[config.mk]
export PLATFORM = sky130hd
export DESIGN_NAME = rfft_ctrl
export DESIGN_NICKNAME = d
export VERILOG_FILES = /design/src/hw/rtl/rfft_pkg.sv /design/src/hw/rtl/rfft_ctrl.sv
export SDC_FILE = /design/constraint.sdc
export NUM_CORES = 1
export LEC_CHECK = 0
export ABC_AREA = 0
export ABC_CLOCK_PERIOD_IN_PS = 16000
export BUFFER_PORTS_ARGS = -buffer_cell sky130_fd_sc_hd__buf_4
export CAP_MARGIN = 20
export CORE_MARGIN = 5
export CORE_UTILIZATION = 50
export CTS_CLUSTER_SIZE = 20
export DETAILED_ROUTE_END_ITERATION = 10
export PLACE_DENSITY = 0.83
export SYNTH_ARGS = -nofsm -noshare
export SYNTH_HDL_FRONTEND = slang
export SYNTH_SLANG_ARGS = --single-unit
[constraint.sdc]
create_clock -name clk -period 16 [get_ports clk]
set_clock_uncertainty 0.05 [all_clocks]
set_input_delay 3.2 -clock clk [delete_from_list [all_inputs] [get_ports clk]]
set_output_delay 3.2 -clock clk [all_outputs]
set_load 0.005 [all_outputs]
[src/hw/rtl/rfft_pkg.sv]
// ----------------------------------------------------------------------------
// rfft_pkg
// Shared types, codes and constants for the radix-2 FFT block.
// ----------------------------------------------------------------------------
package rfft_pkg;

  // item action codes
  localparam logic [1:0] ACT_WRITE = 2'd0;
  localparam logic [1:0] ACT_RUN   = 2'd1;
  localparam logic [1:0] ACT_READ  = 2'd2;

  // result kind codes
  localparam logic RK_DONE = 1'b0;
  localparam logic RK_BIN  = 1'b1;

  // configuration register indexes
  localparam int CFG_IDX_W  = 2;
  localparam int CFG_DATA_W = 4;
  localparam logic [CFG_IDX_W-1:0] CFG_INVERSE = 2'd0;
  localparam logic [CFG_IDX_W-1:0] CFG_LOG2    = 2'd1;

  localparam int         L_W        = 4;
  localparam logic [3:0] LOG2_RESET = 4'd10;

  localparam longint unsigned PI_Q30 = 64'd3373259426;

  typedef enum logic [3:0] {
    ST_IDLE,
    ST_RDOUT,
    ST_REV_RD,
    ST_REV_WA,
    ST_REV_WB,
    ST_BF_RD,
    ST_BF_MUL,
    ST_BF_SUM,
    ST_BF_WA,
    ST_BF_WB,
    ST_SC_RD,
    ST_SC_WR,
    ST_DONE
  } ctrl_state_t;

  typedef enum logic [2:0] {
    WS_NONE,
    WS_SAMPLE,
    WS_RDA,
    WS_RDB,
    WS_SUM,
    WS_DIFF,
    WS_SCALE
  } wsrc_t;

  typedef enum logic [1:0] {
    OL_NONE,
    OL_BIN,
    OL_DONE
  } out_ld_t;

  typedef struct packed {
    wsrc_t   wsrc;
    logic    rd_en;
    logic    mul_en;
    logic    sum_en;
    out_ld_t out_ld;
  } dp_cmd_t;

  function automatic logic signed [31:0] sat32(input logic signed [35:0] x);
    if (x > 36'sd2147483647) return 32'sh7fffffff;
    if (x < -36'sd2147483648) return 32'sh80000000;
    return x[31:0];
  endfunction

endpackage

[src/hw/rtl/rfft_ctrl.sv]
// ----------------------------------------------------------------------------
// rfft_ctrl
// Sequencer: config registers, handshake, bit-reversal, butterfly and
// scaling loops; drives datapath commands and addresses.
// ----------------------------------------------------------------------------
module rfft_ctrl #(
  parameter int MAX_POINTS = 1024
) (
  input  logic                                clk,
  input  logic                                rst_n,
  input  logic                                cfg_we,
  input  logic [rfft_pkg::CFG_IDX_W-1:0]      cfg_index,
  input  logic [rfft_pkg::CFG_DATA_W-1:0]     cfg_wdata,
  input  logic                                in_valid,
  output logic                                in_ready,
  input  logic [1:0]                          in_action,
  input  logic [$clog2(MAX_POINTS)-1:0]       in_point_index,
  output logic                                out_valid,
  input  logic                                out_ready,
  output rfft_pkg::dp_cmd_t                   cmd,
  output logic [$clog2(MAX_POINTS)-1:0]       addr_a,
  output logic [$clog2(MAX_POINTS)-1:0]       addr_b,
  output logic [$clog2(MAX_POINTS)-1:0]       wr_addr,
  output logic [$clog2(MAX_POINTS)-2:0]       tw_m,
  output logic                                inverse,
  output logic [rfft_pkg::L_W-1:0]            act_l
);
  import rfft_pkg::*;

  localparam int AW = $clog2(MAX_POINTS);
  localparam int CW = AW - 1;

  ctrl_state_t    state_r, state_nxt;
  logic           inv_r;
  logic [L_W-1:0] log2_r;
  logic [AW-1:0]  i_r, i_nxt;
  logic [CW-1:0]  cnt_r, cnt_nxt;
  logic [L_W-1:0] st_r, st_nxt;
  logic           out_vld_r, out_vld_nxt;

  logic [AW-1:0] mask, idx, rev_full, rev_j, a_addr, b_addr, half;
  logic [CW-1:0] lo;
  logic          accept;

  always_comb begin
    if (log2_r == '0) act_l = L_W'(1);
    else if (log2_r > L_W'(AW)) act_l = L_W'(AW);
    else act_l = log2_r;
    mask = ~({AW{1'b1}} << act_l);
    idx  = in_point_index & mask;
    for (int k = 0; k < AW; k++) rev_full[k] = i_r[AW-1-k];
    rev_j  = rev_full >> (L_W'(AW) - act_l);
    lo     = ~({CW{1'b1}} << (st_r - L_W'(1)));
    half   = AW'(1) << (st_r - L_W'(1));
    a_addr = {cnt_r & ~lo, 1'b0} | {1'b0, cnt_r & lo};
    b_addr = a_addr | half;
    tw_m   = (cnt_r & lo) << (L_W'(AW) - st_r);
  end

  assign inverse   = inv_r;
  assign in_ready  = (state_r == ST_IDLE) && (!out_vld_r || out_ready);
  assign accept    = in_valid && in_ready;
  assign out_valid = out_vld_r;

  // next state and loop counters
  always_comb begin
    state_nxt = state_r;
    i_nxt     = i_r;
    cnt_nxt   = cnt_r;
    st_nxt    = st_r;
    case (state_r)
      ST_IDLE: begin
        if (accept && in_action == ACT_RUN) begin
          state_nxt = ST_REV_RD;
          i_nxt     = '0;
        end else if (accept && in_action == ACT_READ) begin
          state_nxt = ST_RDOUT;
        end
      end
      ST_RDOUT: state_nxt = ST_IDLE;
      ST_REV_RD: begin
        if (i_r < rev_j) begin
          state_nxt = ST_REV_WA;
        end else if (i_r == mask) begin
          state_nxt = ST_BF_RD;
          st_nxt    = L_W'(1);
          cnt_nxt   = '0;
        end else begin
          i_nxt = i_r + AW'(1);
        end
      end
      ST_REV_WA: state_nxt = ST_REV_WB;
      ST_REV_WB: begin
        if (i_r == mask) begin
          state_nxt = ST_BF_RD;
          st_nxt    = L_W'(1);
          cnt_nxt   = '0;
        end else begin
          state_nxt = ST_REV_RD;
          i_nxt     = i_r + AW'(1);
        end
      end
      ST_BF_RD:  state_nxt = ST_BF_MUL;
      ST_BF_MUL: state_nxt = ST_BF_SUM;
      ST_BF_SUM: state_nxt = ST_BF_WA;
      ST_BF_WA:  state_nxt = ST_BF_WB;
      ST_BF_WB: begin
        if (cnt_r == mask[AW-1:1]) begin
          if (st_r == act_l) begin
            state_nxt = inv_r ? ST_SC_RD : ST_DONE;
            i_nxt     = '0;
          end else begin
            state_nxt = ST_BF_RD;
            st_nxt    = st_r + L_W'(1);
            cnt_nxt   = '0;
          end
        end else begin
          state_nxt = ST_BF_RD;
          cnt_nxt   = cnt_r + CW'(1);
        end
      end
      ST_SC_RD: state_nxt = ST_SC_WR;
      ST_SC_WR: begin
        if (i_r == mask) begin
          state_nxt = ST_DONE;
        end else begin
          state_nxt = ST_SC_RD;
          i_nxt     = i_r + AW'(1);
        end
      end
      ST_DONE: state_nxt = ST_IDLE;
      default: state_nxt = ST_IDLE;
    endcase
  end

  // datapath commands
  always_comb begin
    cmd     = '{wsrc: WS_NONE, rd_en: 1'b0, mul_en: 1'b0, sum_en: 1'b0, out_ld: OL_NONE};
    addr_a  = i_r;
    addr_b  = rev_j;
    wr_addr = i_r;
    case (state_r)
      ST_IDLE: begin
        addr_a  = idx;
        wr_addr = idx;
        if (accept && in_action == ACT_WRITE) cmd.wsrc = WS_SAMPLE;
        if (accept && in_action == ACT_READ) cmd.rd_en = 1'b1;
      end
      ST_RDOUT:  cmd.out_ld = OL_BIN;
      ST_REV_RD: cmd.rd_en = (i_r < rev_j);
      ST_REV_WA: cmd.wsrc = WS_RDB;
      ST_REV_WB: begin
        wr_addr  = rev_j;
        cmd.wsrc = WS_RDA;
      end
      ST_BF_RD: begin
        addr_a    = a_addr;
        addr_b    = b_addr;
        cmd.rd_en = 1'b1;
      end
      ST_BF_MUL: cmd.mul_en = 1'b1;
      ST_BF_SUM: cmd.sum_en = 1'b1;
      ST_BF_WA: begin
        wr_addr  = a_addr;
        cmd.wsrc = WS_SUM;
      end
      ST_BF_WB: begin
        wr_addr  = b_addr;
        cmd.wsrc = WS_DIFF;
      end
      ST_SC_RD: cmd.rd_en = 1'b1;
      ST_SC_WR: cmd.wsrc = WS_SCALE;
      ST_DONE:  cmd.out_ld = OL_DONE;
      default:  cmd.wsrc = WS_NONE;
    endcase
  end

  always_comb begin
    if (cmd.out_ld != OL_NONE) out_vld_nxt = 1'b1;
    else if (out_ready) out_vld_nxt = 1'b0;
    else out_vld_nxt = out_vld_r;
  end

  always_ff @(posedge clk) begin
    if (!rst_n) begin
      state_r   <= ST_IDLE;
      inv_r     <= 1'b0;
      log2_r    <= LOG2_RESET;
      i_r       <= '0;
      cnt_r     <= '0;
      st_r      <= L_W'(1);
      out_vld_r <= 1'b0;
    end else begin
      state_r   <= state_nxt;
      i_r       <= i_nxt;
      cnt_r     <= cnt_nxt;
      st_r      <= st_nxt;
      out_vld_r <= out_vld_nxt;
      if (cfg_we && cfg_index == CFG_INVERSE) inv_r <= cfg_wdata[0];
      if (cfg_we && cfg_index == CFG_LOG2) log2_r <= cfg_wdata;
    end
  end

endmodule

Word-level counts from Yosys, hierarchy flattened
Cells that the tools add are included.
{ "totals": {"ff_bits": 33} }
{ "classes": {"n_addsub": 6, "magnitude_cmp": 2, "n_eq_ne": 26, "shift": 5, "n_mux": 40, "bitwise": 8, "n_reduce_logical": 23} }
{ "op_table": {"columns": ["operator", "n"], "rows": [
  ["10-bit one-hot mux with 4 select lines", 2],
  ["10-bit two-way mux", 6],
  ["4-bit two-way mux", 12],
  ["4-bit one-hot mux with 11 select lines", 1],
  ["9-bit two-way mux", 4],
  ["9-bit one-hot mux with 3 select lines", 1],
  ["4-bit == test, second input constant", 5],
  ["10-bit one-hot mux with 2 select lines", 1],
  ["9-bit bitwise AND", 2],
  ["9-bit NOT", 2],
  ["3-bit one-hot mux with 6 select lines", 1],
  ["4-bit by 3-bit == test with 1-bit output, second input constant", 4],
  ["4-bit one-hot mux with 3 select lines", 1],
  ["10-bit by 1-bit adder with 10-bit output, second input constant", 1],
  ["10-bit bitwise AND", 1],
  ["10-bit == test", 1],
  ["10-bit less-than comparator", 1],
  ["10-bit NOT", 1],
  ["10-bit bitwise OR", 1],
  ["10-bit by 9-bit bitwise OR with 10-bit output", 1],
  ["1-bit by 4-bit left shift with 10-bit output, first input constant", 1],
  ["10-bit by 4-bit left shift with 10-bit output, first input constant", 1],
  ["10-bit by 4-bit right shift with 10-bit output", 1],
  ["9-bit by 1-bit adder with 9-bit output, second input constant", 1],
  ["other kinds (33)", 57]
]} }

Logic depth before layout (Yosys ltp)
{ "logic_depth": {"word_depth": 9, "mapped_depth": 24, "depth_no_buf": 20} }

Worst setup path before layout
Ideal clock, no wire load.
{ "synth_timing": {"kind": "register -> output", "start": "register log2_r[1]", "end": "output port cmd[4] (netlist name)", "t_arrival_ns": 4.178, "required_ns": 12.750, "path_slack_ns": 8.572, "path_stages_with_launch": 20, "path_cell_list": "dfxtp_1 > buf_6 > or3b_1 > buf_2 > a21boi_4 > buf_6 > ha_1 > buf_1 > clkbuf_1 > or3b_2 > a21oi_1 > inv_1 > ha_1 > a221oi_1 > o21ai_0 > a221oi_1 > o2111a_1 > a21bo_1 > a211oi_1 > nand2_1"} }
{ "synth_lines": {"columns": ["item", "line", "source"], "rows": [
  ["start: declaration", "rfft_ctrl.sv:35", "logic [L_W-1:0] log2_r;"],
  ["start signal: assignment", "rfft_ctrl.sv:200", "if (cfg_we && cfg_index == CFG_LOG2) log2_r <= cfg_wdata;"],
  ["end: declaration", "rfft_ctrl.sv:20", "output rfft_pkg::dp_cmd_t cmd,"]
]} }

==> results.md <==
Setup path:
- The category of the worst setup path launch point is a register.
- The largest single stage delay on the critical path is around 0.84 ns.
- Counting cells, the worst reg-to-reg path comes to 20.
- The slowest stage of the critical path is the sky130_fd_sc_hd__dfxtp_1 cell.
- The required time of the critical path is around 13 ns.
- The endpoint of the worst register-to-register path is cnt_r[1]$_SDFFE_PN0P_.
- The setup slack of the most critical reg-to-reg path is 9.92 ns.
- Among the stages of the critical path, the cell type that occurs most often is sky130_fd_sc_hd__inv_1.
- Walking the worst path, the cells encountered are or3b_1 -> a21boi_4 -> inv_1 -> ha_1 -> inv_1 -> ha_1 -> inv_1 -> a21oi_1 -> or3b_2 -> a21oi_1 -> inv_1 -> ha_1 -> a221oi_1 -> o21ai_0 -> a221oi_1 -> o2111a_1 -> a21bo_1 -> a211oi_1 -> nand2_1 -> buf_4.
- The capturing element type of the critical path is an output pin.
- The worst setup path is of the register to output pin kind.
- The beginning of the worst register-to-register path is log2_r[2]$_SDFFE_PN0P_.
- The largest driver fanout on the critical path is 26.
- The arrival time reported for the critical path endpoint is between 5 and 6 ns.

Routing:
- The first detailed-routing pass ran for 5 iterations.
- The routed length per instance is 22.17 um.
- Summing over every cut layer, the via total after detailed routing is 5,598.
- The wire length reported by the detailed router is approximately 18,000 um.
- The remaining number of nets flagged by the antenna check after routing is 0.
- After the first detailed-routing iteration, the DRC count stood at around 700.
- The detail-routed via count per cell is 6.971.
- For this run, design rule violations remaining after detail routing come to 0.

STA:
- The achievable clock frequency is approximately 110 MHz.
- The final number of setup-violating endpoints is 0.
- Measured against its own limit, the worst slew margin works out to between 20% and 30%.
- Setup slack on the critical path of the routed design comes to 7.234 ns.
- The final-report max-slew violation count was 0.
- The post-route clock period utilization is 54.79%.
- At the pin with the least slew margin, the transition time is roughly 1.1 ns.
- The smallest clock period supported by the final layout is computed as between 8 and 9 ns.
- The number of hold violations in the final report came to 0.
- Setup repair after global routing left no endpoint under its margin.
- For the final routed database, the setup TNS stands at 0 ns.
- Final hold analysis gives a worst-case slack of ~0.45 ns.

Synthesis:
- After synthesis the cells add up to about 4500 um2.
- The flip-flop cell with the highest count after synthesis is sky130_fd_sc_hd__dfxtp_1.
- The share of synthesized flip-flops with an asynchronous set or reset is 0%.
- The synthesized design contains 0 enable-type register cells.
- After Yosys synthesis, full adders, half adders and majority gates account for under 10% of the synthesized area.
- Of the total synthesized cell area, the portion taken by AND, OR, NAND and NOR gates is 28.52%.
- After Yosys synthesis, XOR and XNOR cells account for 2.130% of the synthesized area.
- The number of nets handed over by synthesis was between 700 and 800.
- Of the post-synthesis cell area, the part taken by muxes is 5.947%.
- The synthesized netlist devotes 33.36% of its cell area to compound gates.
- Yosys printed 0 warnings.
- After synthesis, the cell types taking the most area are sky130_fd_sc_hd__dfxtp_1, sky130_fd_sc_hd__ha_1, sky130_fd_sc_hd__a21oi_1.
- By area, the combinational part of the netlist is dominated by compound AO/OA/AOI/OAI gates.
- Summed over all instances, the cell type with the most area after synthesis is sky130_fd_sc_hd__dfxtp_1.
- The fraction of the yosys area taken by sequential cells is 14.61%.
- The share of the synthesized area in the top cell type is 14.61%.
- After technology mapping, the gate count stands at between 600 and 700.
- A synthesized cell averages 6.853 um2.
- Yosys mapped the design onto 78 distinct sky130hd cell types.
- Counting flops and latches in the post-synthesis netlist gives 33.

Power:
- The analysis attributes to cell leakage a power of 2.111 nW.
- The power density normalized to cell area is between 70 and 80 nW/um2.
- The worst-case IR drop observed on VDD is 87.54 uV.

Placed design:
- The HPWL after detailed placement is ~13,000 um.
- The placed instance count is 796.
- The port buffer count is 76.
- The last weighted congestion value of the routability-driven placer is 1.038.
- The post-placement setup slack is 7.695 ns.

Die:
- In this run the count of I/O pins placed on the die edge is 77.
- The floorplan step set the die width to 105.1 um.
- The core region is 8763 um2.
- The effective utilization at floorplan is about half.
- The y dimension of the die is 105.1 um.
- In this run the core area contains 34 standard-cell rows.
- The area enclosed by the die boundary is around 11,000 um2.

Clocking:
- In this run, post-CTS repair resized a total of 0 instances.
- CTS saw 33 sinks.
- The number of H-tree levels is 2.
- Buffers added to address setup during post-CTS repair amount to 0.
- The longest clock path from root to sink contains 2 buffers.
- The clock buffer count from CTS is 5.
- Hold repair after CTS inserted 0 buffers.
- TritonCTS built the clock tree.
- The cell chosen for the clock root is sky130_fd_sc_hd__clkbuf_8.
- The clock slew seen by the registers of the worst setup and hold paths is 0.08 ns.
- Clock latency on the worst-skew pair, taken at its later pin, is 0.30 ns.

Worst hold path:
- Counting instances, the worst hold path has a depth of 2.
- The path class of the tightest hold or removal check is register to register.
- The worst hold path begins at state_r[3]$_SDFFE_PN0P_.
- The path with the worst hold slack has its endpoint at state_r[3]$_SDFFE_PN0P_.

Run status:
- The run finished with clean final reports.

Finish:
- 0 antenna diodes ended up in the layout.
- The number of non-filler instances in the completed layout is around 800.
- The layout cell share with drive strength beyond 1 is around 16%.
- The final-layout fill cell count is 831.
- The final core area utilization is between 50% and 60%.
- The layout-stage area growth over the synthesis result is 13.44%.
- The count of nets after finishing is 745.

Global routing:
- Entering global routing, the biggest net connects 33 pins.
- The first-pass GRT wire length is 27,820 um.
- The number of global-route vias before repair is 5,274.
- The global-route usage over all layers is 30.77%.
- The sum of overflow across all layers after global routing is 0.
- The number of antenna violations at the first check in global routing is 0.

Run:
- Across the run, the number of max-cap violations was 0.
## how the worst max path moves through the flow
stage	start	to	slack (ns)
5_1_grt	log2_r[2]$_SDFFE_PN0P_	cmd[4]	6.80
3_3_place_gp	log2_r[2]$_SDFFE_PN0P_	cmd[4]	7.97
3_5_place_dp	log2_r[2]$_SDFFE_PN0P_	cmd[4]	7.70
6_report	log2_r[2]$_SDFFE_PN0P_	cmd[4]	7.23
2_1_floorplan	log2_r[1]$_SDFFE_PN1P_	cmd[4]	8.57
4_1_cts	log2_r[2]$_SDFFE_PN0P_	cmd[4]	7.35
## where the power goes
part	switching (mW)	internal, mW	total, mW
Sequential	0.0145	0.0867	0.101
Combinational	0.142	0.0980	0.240
Clock	0.0343	0.0342	0.0685
Total	0.191	0.219	0.409
## area by class of cell
class,count,area (um2),share of cell area (%)
Tap cell,108,135.1,2.634
Clock buffer,7,86.33,1.683
Sequential cell,33,660.6,12.87
Timing Repair Buffer,82,615.6,12.00
Inverter,35,131.4,2.560
Multi-Input combinational cell,538,3502,68.25
## cell usage after synthesis (all sizes together), types with 10 or more instances
cell type  count
inv           35
nor2          61
nor2b         11
a22oi         11
clkbuf        41
a31oi         10
nand2         68
nand3         28
dfxtp         33
mux2i         19
a21oi         59
o211ai        11
a211oi        11
buf           13
ha            27
o21ai         40
## kinds of logic (layout without fill, tap and decap cells)
logic type                 count (synthesis)  after routing
and+or+nand+nor                          256            256
AOI/OAI and AO/OA                        220            220
buffers and inverters                     89            124
DFF                                       33             33
adders and majority gates                 27             27
muxes                                     24             24
xor gates and xnor gates                  11             11
## layout by cell type, fill, tap and decap left out, drive strengths merged, types with 8 or more instances in the layout
cell,instances
a211oi,11
ha,27
a21oi,59
mux2i,19
nor2b,11
dfxtp,33
a31oi,10
buf,82
or3,8
nor3,9
nor4,8
and3,9
a22oi,11
o21ai,40
nand3,28
nand2,68
o211ai,11
nor2,61
inv,35
and2,9
## per-layer routing
layer	vias up	track usage (%)	routed length (um)
met3	85	7.830	2101
met1	2591	38.57	6711
met4	0	13.24	891
met2	407	49.82	8101
met5	-	0	0
li1	2515	-	-
## worst max-delay path: cells and delay by family (launching register included)
family	cells	cell delay (ns)
DFF	1	0.84
buffers and inverters	5	0.59
AOI/OAI and AO/OA	9	2.18
and+or+nand+nor	3	0.90
adders and majority gates	3	0.71
## registers in the layout (all words and copies together) (netlist names)
name / cells
state_r: 4
st_r: 4
inverse: 1
out_valid: 1
log2_r: 4
i_r: 10
cnt_r: 9
## stage by stage
stage               power, mW  cell area, um2
finish                 0.4095            5131
global route           0.4324            5131
CTS                    0.4030            5131
detailed placement     0.3335            5045
global placement       0.3303            5045
floorplan              0.2333            4523
Note: power is estimated with default switching activity, not from simulation.
